## src/design/paenv_pkg.sv

```systemverilog
// Shared types, codes and constants for the polyphonic ADSR envelope unit.
package paenv_pkg;

    localparam int unsigned NUM_VOICES_DEF = 16;

    localparam logic [15:0] FULL_SCALE     = 16'h8000;
    localparam logic [15:0] DONE_THRESHOLD = 16'd3;

    localparam int unsigned MAC_A_W = 31;
    localparam int unsigned MAC_B_W = 16;
    localparam int unsigned MAC_C_W = 30;
    localparam int unsigned MAC_P_W = 47;

    typedef enum logic [1:0] {
        REQ_GATE   = 2'd0,
        REQ_SAMPLE = 2'd1,
        REQ_CTRL   = 2'd2
    } req_type_t;

    typedef enum logic [2:0] {
        PH_IDLE    = 3'd0,
        PH_ATTACK  = 3'd1,
        PH_DECAY   = 3'd2,
        PH_SUSTAIN = 3'd3,
        PH_RELEASE = 3'd4,
        PH_DONE    = 3'd5
    } phase_t;

    typedef enum logic [2:0] {
        CFG_ATTACK_COEF   = 3'd0,
        CFG_DECAY_COEF    = 3'd1,
        CFG_SUSTAIN_LEVEL = 3'd2,
        CFG_RELEASE_COEF  = 3'd3,
        CFG_END_VOICE_EN  = 3'd4
    } cfg_index_t;

    typedef struct packed {
        logic [1:0]         req_type;
        logic [3:0]         voice;
        logic [15:0]        gate_level;
        logic [15:0]        velocity_mod;
        logic signed [15:0] audio_in;
    } paenv_in_t;

    typedef struct packed {
        logic [3:0]         out_voice;
        logic signed [15:0] audio_out;
        logic [2:0]         phase_now;
        logic               voice_ended;
    } paenv_out_t;

    typedef struct packed {
        logic [15:0] level;
        phase_t      phase;
        logic [15:0] velocity;
    } paenv_entry_t;

    function automatic logic [15:0] sat_q15(input logic [15:0] x);
        return (x > FULL_SCALE) ? FULL_SCALE : x;
    endfunction

endpackage

```

## src/design/paenv_mac.sv

```systemverilog
// Registered multiply-add unit shared by all envelope computations.
module paenv_mac
    import paenv_pkg::*;
(
    input  logic               aclk,
    input  logic [MAC_A_W-1:0] op_a,
    input  logic [MAC_B_W-1:0] op_b,
    input  logic [MAC_C_W-1:0] op_c,
    output logic [MAC_P_W-1:0] prod_reg
);

    always_ff @(posedge aclk) begin
        prod_reg <= MAC_P_W'(op_a) * MAC_P_W'(op_b) + MAC_P_W'(op_c);
    end

endmodule

```

## src/design/poly_adsr_envelope_unit.sv

```systemverilog
// Top level of the polyphonic ADSR envelope unit with exponential segments.
// Each voice holds a Q1.15 level, a phase and a velocity in a small memory, with
// one valid bit per voice so that reset takes effect at once with no clearing
// pass. Every item is handled by a sequencer around one registered 31x16
// multiply-add unit, and the input is ready only while the sequencer is idle.
// A zero-level gate item ends in the load state; a key-on gate item adds a
// velocity state, a control item a result state, and a sample item two output
// states and a result state, with a level-advance state before them when the
// level moves. A result waits in a result register, and the unit stalls before
// writing it to the output register only while a previous result is untaken.
module poly_adsr_envelope_unit
    import paenv_pkg::*;
#(
    parameter int unsigned NUM_VOICES = NUM_VOICES_DEF
) (
    input  logic       aclk,
    input  logic       aresetn,
    input  logic       cfg_wr_en,
    input  logic [2:0] cfg_index,
    input  logic [15:0] cfg_wdata,
    input  logic       s_valid,
    output logic       s_ready,
    input  paenv_in_t  s_data,
    output logic       m_valid,
    input  logic       m_ready,
    output paenv_out_t m_data
);

    localparam int unsigned VW = (NUM_VOICES > 1) ? $clog2(NUM_VOICES) : 1;
    localparam logic [8:0] VOICE_MAX = 9'(NUM_VOICES - 1);

    typedef enum logic [2:0] {
        S_IDLE,
        S_LOAD,
        S_GVEL,
        S_ADV,
        S_OUT1,
        S_OUT2,
        S_RESULT
    } state_t;

    state_t       state_reg;
    logic [15:0]  attack_coef_reg;
    logic [15:0]  decay_coef_reg;
    logic [15:0]  sustain_level_reg;
    logic [15:0]  release_coef_reg;
    logic         end_voice_en_reg;

    logic [1:0]   req_type_reg;
    logic [3:0]   voice_reg;
    logic [VW-1:0] idx_reg;
    logic [15:0]  gate_reg;
    logic [15:0]  mod_reg;
    logic [15:0]  mag_reg;
    logic         neg_reg;

    paenv_entry_t env_ram [NUM_VOICES];
    logic [NUM_VOICES-1:0] valid_reg;
    paenv_entry_t rd_entry_reg;
    logic         rd_valid_reg;

    paenv_entry_t cur_reg;
    logic         up_reg;
    logic [15:0]  diff_reg;
    paenv_out_t   res_reg;
    logic         m_valid_reg;
    paenv_out_t   m_data_reg;

    logic [8:0]   voice_ext;
    logic [8:0]   voice_clamp;
    logic [VW-1:0] s_idx;

    paenv_entry_t entry_cur;
    logic [15:0]  coef;
    logic [15:0]  target;
    logic         lvl_up;
    logic [15:0]  diff;
    logic         advance;
    logic [15:0]  step_raw;
    logic [15:0]  step;
    logic [15:0]  new_level;
    logic [17:0]  vel_sum;
    logic [15:0]  vel_new;
    phase_t       ctrl_phase;
    logic         ctrl_ended;
    logic [16:0]  p_out;
    logic [15:0]  audio_val;

    logic [MAC_A_W-1:0] mac_a;
    logic [MAC_B_W-1:0] mac_b;
    logic [MAC_C_W-1:0] mac_c;
    logic [MAC_P_W-1:0] mac_p;

    logic         mem_we;
    paenv_entry_t mem_wdata;

    assign voice_ext   = {5'd0, s_data.voice};
    assign voice_clamp = (voice_ext > VOICE_MAX) ? VOICE_MAX : voice_ext;
    assign s_idx       = voice_clamp[VW-1:0];

    assign s_ready = (state_reg == S_IDLE);
    assign m_valid = m_valid_reg;
    assign m_data  = m_data_reg;

    paenv_mac u_mac (
        .aclk     (aclk),
        .op_a     (mac_a),
        .op_b     (mac_b),
        .op_c     (mac_c),
        .prod_reg (mac_p)
    );

    always_comb begin
        entry_cur = rd_valid_reg ? rd_entry_reg : '0;
        case (entry_cur.phase) inside
            PH_ATTACK: begin
                coef   = attack_coef_reg;
                target = FULL_SCALE;
            end
            PH_DECAY: begin
                coef   = decay_coef_reg;
                target = sustain_level_reg;
            end
            PH_RELEASE, PH_DONE: begin
                coef   = release_coef_reg;
                target = 16'd0;
            end
            default: begin
                coef   = 16'd0;
                target = 16'd0;
            end
        endcase
        lvl_up  = entry_cur.level < target;
        diff    = lvl_up ? (target - entry_cur.level) : (entry_cur.level - target);
        advance = (coef != 16'd0) && (entry_cur.level != target);

        step_raw  = mac_p[31:16];
        step      = (step_raw > diff_reg) ? diff_reg : step_raw;
        new_level = up_reg ? (cur_reg.level + step) : (cur_reg.level - step);

        vel_sum = 18'(mac_p[31:15]) + 18'(FULL_SCALE) - 18'(mod_reg);
        vel_new = (vel_sum > 18'(FULL_SCALE)) ? FULL_SCALE : vel_sum[15:0];

        ctrl_phase = entry_cur.phase;
        ctrl_ended = 1'b0;
        case (entry_cur.phase)
            PH_ATTACK: begin
                if (entry_cur.level >= FULL_SCALE) begin
                    ctrl_phase = PH_DECAY;
                end
            end
            PH_DECAY: begin
                if (entry_cur.level <= sustain_level_reg) begin
                    ctrl_phase = PH_SUSTAIN;
                end
            end
            PH_RELEASE: begin
                if (entry_cur.level <= DONE_THRESHOLD) begin
                    ctrl_phase = PH_DONE;
                    ctrl_ended = end_voice_en_reg;
                end
            end
            default: begin
                ctrl_phase = entry_cur.phase;
            end
        endcase

        p_out = mac_p[46:30];
        if (neg_reg) begin
            audio_val = (p_out > 17'd32768) ? 16'h8000 : 16'(17'd0 - p_out);
        end else begin
            audio_val = (p_out > 17'd32767) ? 16'h7FFF : p_out[15:0];
        end
    end

    always_comb begin
        mac_a = '0;
        mac_b = '0;
        mac_c = '0;
        case (state_reg)
            S_LOAD: begin
                if (req_type_reg == REQ_GATE) begin
                    mac_a = MAC_A_W'(gate_reg);
                    mac_b = mod_reg;
                    mac_c = MAC_C_W'(16384);
                end else if (advance) begin
                    mac_a = MAC_A_W'(diff);
                    mac_b = coef;
                    mac_c = MAC_C_W'(65535);
                end else begin
                    mac_a = MAC_A_W'(mag_reg);
                    mac_b = entry_cur.level;
                end
            end
            S_ADV: begin
                mac_a = MAC_A_W'(mag_reg);
                mac_b = new_level;
            end
            S_OUT1: begin
                mac_a = mac_p[MAC_A_W-1:0];
                mac_b = cur_reg.velocity;
                mac_c = MAC_C_W'(1 << 29);
            end
            default: begin
                mac_a = '0;
            end
        endcase
    end

    always_comb begin
        mem_we    = 1'b0;
        mem_wdata = entry_cur;
        case (state_reg)
            S_LOAD: begin
                if (req_type_reg == REQ_GATE && gate_reg == 16'd0) begin
                    mem_we          = 1'b1;
                    mem_wdata.phase = PH_RELEASE;
                end else if (req_type_reg == REQ_CTRL) begin
                    mem_we          = 1'b1;
                    mem_wdata.phase = ctrl_phase;
                end
            end
            S_GVEL: begin
                mem_we             = 1'b1;
                mem_wdata.level    = 16'd0;
                mem_wdata.phase    = PH_ATTACK;
                mem_wdata.velocity = vel_new;
            end
            S_ADV: begin
                mem_we          = 1'b1;
                mem_wdata       = cur_reg;
                mem_wdata.level = new_level;
            end
            default: begin
                mem_we = 1'b0;
            end
        endcase
    end

    always_ff @(posedge aclk) begin
        if (s_valid && s_ready) begin
            rd_entry_reg <= env_ram[s_idx];
            rd_valid_reg <= valid_reg[s_idx];
        end
        if (mem_we) begin
            env_ram[idx_reg] <= mem_wdata;
        end
    end

    always_ff @(posedge aclk) begin
        if (!aresetn) begin
            valid_reg <= '0;
        end else if (mem_we) begin
            valid_reg[idx_reg] <= 1'b1;
        end
    end

    always_ff @(posedge aclk) begin
        if (!aresetn) begin
            state_reg         <= S_IDLE;
            m_valid_reg       <= 1'b0;
            attack_coef_reg   <= 16'd655;
            decay_coef_reg    <= 16'd328;
            sustain_level_reg <= 16'd16384;
            release_coef_reg  <= 16'd328;
            end_voice_en_reg  <= 1'b0;
        end else begin
            if (cfg_wr_en) begin
                unique case (cfg_index)
                    CFG_ATTACK_COEF:   attack_coef_reg   <= cfg_wdata;
                    CFG_DECAY_COEF:    decay_coef_reg    <= cfg_wdata;
                    CFG_SUSTAIN_LEVEL: sustain_level_reg <= sat_q15(cfg_wdata);
                    CFG_RELEASE_COEF:  release_coef_reg  <= cfg_wdata;
                    CFG_END_VOICE_EN:  end_voice_en_reg  <= cfg_wdata[0];
                    default:           end_voice_en_reg  <= end_voice_en_reg;
                endcase
            end

            if (m_valid_reg && m_ready && state_reg != S_RESULT) begin
                m_valid_reg <= 1'b0;
            end

            unique case (state_reg)
                S_IDLE: begin
                    if (s_valid) begin
                        req_type_reg <= s_data.req_type;
                        voice_reg    <= voice_clamp[3:0];
                        idx_reg      <= s_idx;
                        gate_reg     <= sat_q15(s_data.gate_level);
                        mod_reg      <= sat_q15(s_data.velocity_mod);
                        neg_reg      <= s_data.audio_in[15];
                        mag_reg      <= s_data.audio_in[15] ? 16'(16'd0 - s_data.audio_in)
                                                            : s_data.audio_in;
                        state_reg    <= S_LOAD;
                    end
                end
                S_LOAD: begin
                    cur_reg  <= entry_cur;
                    up_reg   <= lvl_up;
                    diff_reg <= diff;
                    case (req_type_reg)
                        REQ_GATE: begin
                            state_reg <= (gate_reg != 16'd0) ? S_GVEL : S_IDLE;
                        end
                        REQ_SAMPLE: begin
                            state_reg <= advance ? S_ADV : S_OUT1;
                        end
                        REQ_CTRL: begin
                            res_reg.out_voice   <= voice_reg;
                            res_reg.audio_out   <= '0;
                            res_reg.phase_now   <= ctrl_phase;
                            res_reg.voice_ended <= ctrl_ended;
                            state_reg           <= S_RESULT;
                        end
                        default: begin
                            state_reg <= S_IDLE;
                        end
                    endcase
                end
                S_GVEL: begin
                    state_reg <= S_IDLE;
                end
                S_ADV: begin
                    cur_reg.level <= new_level;
                    state_reg     <= S_OUT1;
                end
                S_OUT1: begin
                    state_reg <= S_OUT2;
                end
                S_OUT2: begin
                    res_reg.out_voice   <= voice_reg;
                    res_reg.audio_out   <= audio_val;
                    res_reg.phase_now   <= cur_reg.phase;
                    res_reg.voice_ended <= 1'b0;
                    state_reg           <= S_RESULT;
                end
                S_RESULT: begin
                    if (!m_valid_reg || m_ready) begin
                        m_valid_reg <= 1'b1;
                        m_data_reg  <= res_reg;
                        state_reg   <= S_IDLE;
                    end
                end
                default: begin
                    state_reg <= S_IDLE;
                end
            endcase
        end
    end

    a_accept_leaves_idle: assert property (@(posedge aclk) disable iff (!aresetn)
        s_valid && s_ready |=> state_reg != S_IDLE)
        else $error("accepted item did not start the sequencer");

    a_level_in_range: assert property (@(posedge aclk) disable iff (!aresetn)
        state_reg == S_ADV |-> new_level <= FULL_SCALE)
        else $error("envelope level stepped beyond full scale");

    a_end_has_no_audio: assert property (@(posedge aclk) disable iff (!aresetn)
        m_valid && m_data.voice_ended |-> m_data.audio_out == 16'sd0)
        else $error("voice end reported with nonzero audio");

    a_phase_code_valid: assert property (@(posedge aclk) disable iff (!aresetn)
        m_valid |-> m_data.phase_now <= PH_DONE)
        else $error("result carries an undefined phase");

endmodule
```

## config.mk

```make
export PLATFORM = sky130hd
export DESIGN_NAME = poly_adsr_envelope_unit
export DESIGN_NICKNAME = d
export VERILOG_FILES = /design/src/design/paenv_pkg.sv /design/src/design/paenv_mac.sv /design/src/design/poly_adsr_envelope_unit.sv
export SDC_FILE = /design/constraint.sdc
export NUM_CORES = 2
export LEC_CHECK = 0
export BUFFER_PORTS_ARGS = -buffer_cell sky130_fd_sc_hd__buf_2
export CAP_MARGIN = 20
export CORE_MARGIN = 2
export CORE_UTILIZATION = 50
export DETAILED_ROUTE_END_ITERATION = 6
export GPL_ROUTABILITY_DRIVEN = 0
export GPL_TIMING_DRIVEN = 0
export PLACE_DENSITY = 0.76
export SYNTH_ARGS = -nofsm -noshare
export SYNTH_HDL_FRONTEND = slang
export SYNTH_SLANG_ARGS = --single-unit
```

## constraint.sdc

```tcl
create_clock -name aclk -period 14.7 [get_ports aclk]
set_input_delay 0.735 -clock aclk [delete_from_list [all_inputs] [get_ports aclk]]
set_output_delay 0.735 -clock aclk [all_outputs]
set_load 0.005 [all_outputs]
```

# [Word level (Yosys, flattened, before mapping)]
# Memories as Yosys holds them, arrays and structs flattened. A register that Yosys moved wholly into a read port is not among the register bits.
# Cells that the tools add are included.
[word_totals] word_cells=164 input_bits=78 n_memories=1 register_bits=288 ram_bits=560 output_inout_bits=26
[mem_list] name="env_ram" words=16 width=35 rd=1 rd_ports_with_merged_regs=1 write_ports=1 line="poly_adsr_envelope_unit.sv:57" source="paenv_entry_t env_ram [NUM_VOICES];"
[classes] addsub=9 reduce_logical=29 muxes=57 bitwise=1 n_mul=1 n_eq_ne=21 magnitude_cmp=15
[ops] op="16-bit two-way mux" count=19
[ops] op="16-bit case mux with 2 select lines" count=3
[ops] op="31-bit case mux with 3 select lines" count=1
[ops] op="30-bit case mux with 2 select lines" count=1
[ops] op="16-bit greater-than comparator (second input constant)" count=3
[ops] op="16-bit case mux with 3 select lines" count=1
[ops] op="24-bit case mux with 2 select lines" count=1
[ops] op="16-bit subtractor" count=3
[ops] op="47-bit by 30-bit adder with 47-bit output" count=1
[ops] op="31-bit by 16-bit multiplier with 47-bit output" count=1
[ops] op="35-bit two-way mux" count=1
[ops] op="16-bit nonzero test" count=2
[ops] op="1-bit by 16-bit subtractor with 16-bit output (first input constant)" count=2
[ops] op="3-bit case mux with 3 select lines" count=3
[ops] op="24-bit two-way mux" count=1
[ops] op="3-bit two-way mux" count=8
[ops] op="17-bit by 16-bit adder with 18-bit output (second input constant)" count=1
[ops] op="3-bit equality test (second input constant)" count=6
[ops] op="18-bit by 16-bit greater-than comparator with 1-bit output (second input constant)" count=1
[ops] op="3-bit case mux with 6 select lines" count=1
[ops] op="18-bit by 16-bit subtractor with 18-bit output" count=1
[ops] op="17-bit by 15-bit greater-than comparator with 1-bit output (second input constant)" count=1
[ops] op="17-bit by 16-bit greater-than comparator with 1-bit output (second input constant)" count=1
[ops] op="16-bit adder" count=1
[ops] op="other kinds (33)" count=69

# [Depth between registers and ports, before layout]
[logic_depth] ltp_word=13 ltp_mapped=48 ltp_nobuf=44

# [Cells and area by module]
# Synthesis repeated with hierarchy kept, for this count alone.
[unflattened] cells_unflattened=4783 area_unflattened_um2=56780.7
[modules_own_cells] mod="poly_adsr_envelope_unit" area_per_inst_um2=38868.5 seq_area_each_um2=24253.3 cells_per_inst=2746 instances=1
[modules_own_cells] mod="paenv_mac" area_per_inst_um2=17912.2 seq_area_each_um2=940.9 cells_per_inst=2037 instances=1

# [Least setup slack after synthesis]
# No wires, ideal clock.
[synth_path] path_type="register to register" start="register diff_reg[14]" end="register u_mac.prod_reg[43]" required_ns=14.573 arrival_time_ns=10.792 path_stages_with_launch=45 synth_period_minus_slack_ns=10.918 setup_slack_ns=3.782 n_path_buf=6 setup_ns=0.127 cell_sequence="edfxtp_1 > inv_1 > ha_1 > nand3_1 > or4_1 > a21o_1 > a31oi_2 > buf_2 > buf_1 > buf_2 > a31oi_1 > o21ai_0 > a21oi_1 > fa_1 > a21o_1 > a21oi_1 > o21bai_1 > a21oi_1 > [... 9 more ...] > fa_1 > fa_1 > fa_1 > fa_1 > inv_1 > fa_1 > inv_1 > ha_1 > clkbuf_1 > a21oi_1 > o21bai_1 > a21oi_1 > or4b_2 > o21ai_0 > o21ai_0 > nand3_1 > o21ai_0 > xor2_1"
[synth_between] elab_chain_len=7 word_cells_on_any_way=8 classes_between="add/sub (3); mul (1); order compare (1); mux (3)"
[synth_lines] element="start: declaration" line="poly_adsr_envelope_unit.sv:64" source="logic [15:0] diff_reg;"
[synth_lines] element="start signal: assignment" line="poly_adsr_envelope_unit.sv:300" source="diff_reg <= diff;"
[synth_lines] element="16-bit greater-than comparator" line="poly_adsr_envelope_unit.sv:138" source="step = (step_raw > diff_reg) ? diff_reg : step_raw;"
[synth_lines] element="16-bit two-way mux *" line="poly_adsr_envelope_unit.sv:138"
[synth_lines] element="16-bit subtractor / 16-bit adder (equally long branches)" line="poly_adsr_envelope_unit.sv:139" source="new_level = up_reg ? (cur_reg.level + step) : (cur_reg.level - step);"
[synth_lines] element="16-bit two-way mux *" line="poly_adsr_envelope_unit.sv:139"
[synth_lines] element="16-bit case mux with 3 select lines *" line="poly_adsr_envelope_unit.sv:180" source="case (state_reg)"
[synth_lines] element="31-bit by 16-bit multiplier with 47-bit output *" line="paenv_mac.sv:13" source="prod_reg <= MAC_P_W'(op_a) * MAC_P_W'(op_b) + MAC_P_W'(op_c);"
[synth_lines] element="47-bit by 30-bit adder with 47-bit output *" line="paenv_mac.sv:13"
[synth_lines] element="end signal: assignment" line="paenv_mac.sv:13"
[synth_lines] element="end: declaration" line="paenv_mac.sv:9" source="output logic [MAC_P_W-1:0] prod_reg"
# Every way passes the cells marked *; elsewhere a longest branch is shown, timed or not.
# A chain may end at the register's enable or synchronous reset.

# [Worst setup path in the final report]
[layout_path] start="register u_mac.prod_reg[26]" end="register u_mac.prod_reg[43]"
[layout_between] elab_chain_len=7 word_cells_on_any_way=9 classes_between="add/sub (3); mul (1); order compare (1); mux (4)"
[layout_lines] element="16-bit greater-than comparator" line="poly_adsr_envelope_unit.sv:138"
[layout_lines] element="16-bit two-way mux" line="poly_adsr_envelope_unit.sv:138"
[layout_lines] element="16-bit subtractor / 16-bit adder (equally long branches)" line="poly_adsr_envelope_unit.sv:139"
[layout_lines] element="16-bit two-way mux" line="poly_adsr_envelope_unit.sv:139"
[layout_lines] element="16-bit case mux with 3 select lines" line="poly_adsr_envelope_unit.sv:180"
[layout_lines] element="31-bit by 16-bit multiplier with 47-bit output *" line="paenv_mac.sv:13"
[layout_lines] element="47-bit by 30-bit adder with 47-bit output *" line="paenv_mac.sv:13"
# Marked as above.

==> impl_metrics.csv <==
group,metric,value,unit
clocking,h-tree-depth,3,
timing,setup_viol,0,
final_layout,drive_gt1_share,12.4,%
route,wl_per_cell,26.2,µm
critical_path,cp-start-kind,"flip-flop",
synth,postSynth.asyncResetShare,0,%
clocking,max-clock-path-buffers,3,
final_layout,mostFrequentLayoutCells,"edfxtp_1 (751), inv_1 (658), nand2_1 (609)",
synth,avgSynthCellArea,11.9,µm²
placed_design,portBuffers,100,
route,drtIter0Drc,5901,
synth,synth_cell_types,77,
synth,synth_fa_ha_area_share,20.7,%
synth,syn_area,56000,µm²
placed_design,place_area,59300,µm²
timing,clock_skew,0.0789,ns
timing,fin_crit_sh,92.8,%
synth,ys.flop_type,"edfxtp_1",
synth,synth-xor-area-share,1.59,%
pwr,leakage,0.0252,µW
critical_path,worstPathArrival,14.16,ns
critical_path,worstPathRequired,15.21,ns
timing,rsz0062_at_grt,"no",
pwr,p_per_area,105,nW/µm²
clocking,root_buffer,"clkbuf_16",
timing,relSlewSlack,16.4,%
floorplanning,core-area,111000,µm²
clocking,cts_tree,"built",
pwr,p_total,6600,µW
synth,synth_compound_area_share,7.89,%
grt,grt_max_degree,37,
floorplanning,die_w,339,µm
final_layout,final_area,62600,µm²
floorplanning,fp-row-count,122,
timing,layout_min_cycle_time,13.65,ns
synth,synthCells,4710,
synth,yosysSeqAreaShare,45.0,%
route,wl,172,mm
synth,synthMuxAreaShare,8.30,%
worst_hold_path,hp-start,"s_data[53]",
grt,gr-total-overflow,0,
route,vias,40300,
timing,layout_setup_ws,1.05,ns
placed_design,place_ws,0.884,ns
route,vias_per_cell,6.15,
final_layout,final_common_cell,"edfxtp_1",
critical_path,crit_slowest_cell,"dfxtp_1",
critical_path,crit_fanout,19,
clocking,clk_transition_reported_paths,0.07,ns
final_layout,n_fill_cell,8748,
critical_path,max_stage_delay,0.83,ns
synth,syn-num-nets,5462,
clocking,numCtsBuffers,90,
floorplanning,ios,104,
clocking,postCtsSetupBuffers,0,
critical_path,crit_start,"u_mac.prod_reg[26]",
floorplanning,dieHeight,339,µm
grt,grt_pass1_vias,40200,
worst_hold_path,hold_class,"in2reg",
critical_path,path_class,"reg2reg",
critical_path,r2r-start,"u_mac.prod_reg[26]",
critical_path,critPathCaptureType,"flip-flop",
grt,grtUsageTotal,29.9,%
timing,max_freq,73.3,MHz
synth,ys_warn_count,0,
floorplanning,start_util,50.5,%
timing,drv_slew,0,
clocking,insertion_delay,0.71,ns
timing,fin_tns_setup,0,ns
final_layout,largest_reg_flops,560,
grt,antenna_found_initial,8,
clocking,clock-sinks,883,
route,drtPass1Iterations,6,
synth,synth_top_family_by_area,"adder cells",
flow_run,cap_viol_max_count,0,
critical_path,crit_path_frequent_cell,"fa_1",
synth,synthSimpleGateAreaFrac,10.5,%
placed_design,hpwlAfterDp,125,mm
grt,grt_pass1_wl,255,mm
pwr,peakVddDrop,0.101,mV
synth,ys_ff_latch,883,
final_layout,area_growth,11.8,%
timing,hold_viol,0,
timing,tightest_slew,1.25,ns
floorplanning,fp.dieArea,115000,µm²
route,drc,0,
outcome,status,"complete, no violations",
route,ant_nets,0,
synth,synth_edf_count,751,
final_layout,fin_nets,5734,
power by group:
| part | internal, µW | total (µW) | switching [µW] |
|---|---|---|---|
| Sequential | 2810 | 2880 | 73.5 |
| Clock | 1320 | 2380 | 1060 |
| Combinational | 475 | 1340 | 865 |
worst paths after layout:
kind | endpoint | slack (ns) | depth (start not counted)
worst max-delay path | u_mac.prod_reg[43] | 1.05 | 43
worst min-delay path | req_type_reg[1] | 0.20 | 1
worst max register to register | u_mac.prod_reg[43] | 1.05 | 43
worst min register to register | m_data[1] | 0.42 | 0
routing by layer:
layer,global-route usage (%),vias to the layer above,part of all wire [%]
li1,-,16800,-
met2,46.6,2995,45
met1,38.9,19900,36
met3,7.78,591,13
met5,0,-,0.016
met4,14.8,4,6.0
cells in the mapped netlist (32+ instances only):
cell / number / share of area (%)
fa_1: 425 / 15
o21ai_0: 142 / 1.3
and2_1: 78 / 0.87
nor2_1: 214 / 1.4
nor3_1: 38 / 0.34
mux4_2: 181 / 7.3
o21a_1: 32 / 0.43
edfxtp_1: 751 / 40
mux2i_1: 46 / 0.82
a21oi_1: 144 / 1.3
nand2_1: 609 / 4.1
clkbuf_1: 146 / 0.98
ha_1: 249 / 5.6
a21boi_0: 43 / 0.58
buf_2: 44 / 0.39
nor2b_1: 90 / 1.0
a21o_1: 64 / 0.86
nand3_1: 57 / 0.51
inv_1: 658 / 4.4
dfxtp_1: 132 / 4.7
xnor2_1: 71 / 1.1
cell type report:
class	count	area (µm²)	area share [%]
Timing Repair Buffer	181	1480	2.37
Antenna cell	3	7.51	0.0120
Inverter	658	2470	3.94
Tap cell	1488	1860	2.97
Sequential cell	883	25200	40.2
Clock buffer	113	2470	3.95
Clock inverter	56	634	1.01
Buffer	219	915	1.46
Multi-Input combinational cell	2949	27600	44.1
per-stage QoR:
| step | hold slack [ns] | util (%) | std cells |
|---|---|---|---|
| after global placement | 0.403 | 52.6 | 6298 |
| after CTS | 0.181 | 56.2 | 6527 |
| after global routing | 0.190 | 56.4 | 6547 |
| after detailed placement | 0.405 | 53.4 | 6358 |
| after floorplan | 0.400 | - | 4710 |
| final | 0.201 | 56.4 | 6550 |
repair_timing:
item | 4_1_cts | 5_1_grt
hold endpoints to repair | 0 | 0
hold buffers | 0 | 0
resized for setup | 0 | 0
endpoints found under the setup margin | 0 | 3
worst max-delay path: cells and delay by family, from the launching register on:
kind | cells | cell delay [ns]
compound gates | 18 | 4.26
fa+ha+maj | 9 | 3.88
buf+inv | 8 | 2.48
simple gates | 7 | 1.85
flops | 1 | 0.83
xor+xnor | 1 | 0.15
logic make-up (layout without fill, tap and decap cells):
kind of cell | after synthesis | after routing
mux | 237 | 237
flops | 883 | 883
buf+inv | 878 | 1227
fa+ha+maj | 674 | 674
other cells | 0 | 3
xor+xnor | 102 | 102
compound gates | 666 | 666
simple gates | 1270 | 1270
No activity file was read; power rests on OpenSTA's default activity.
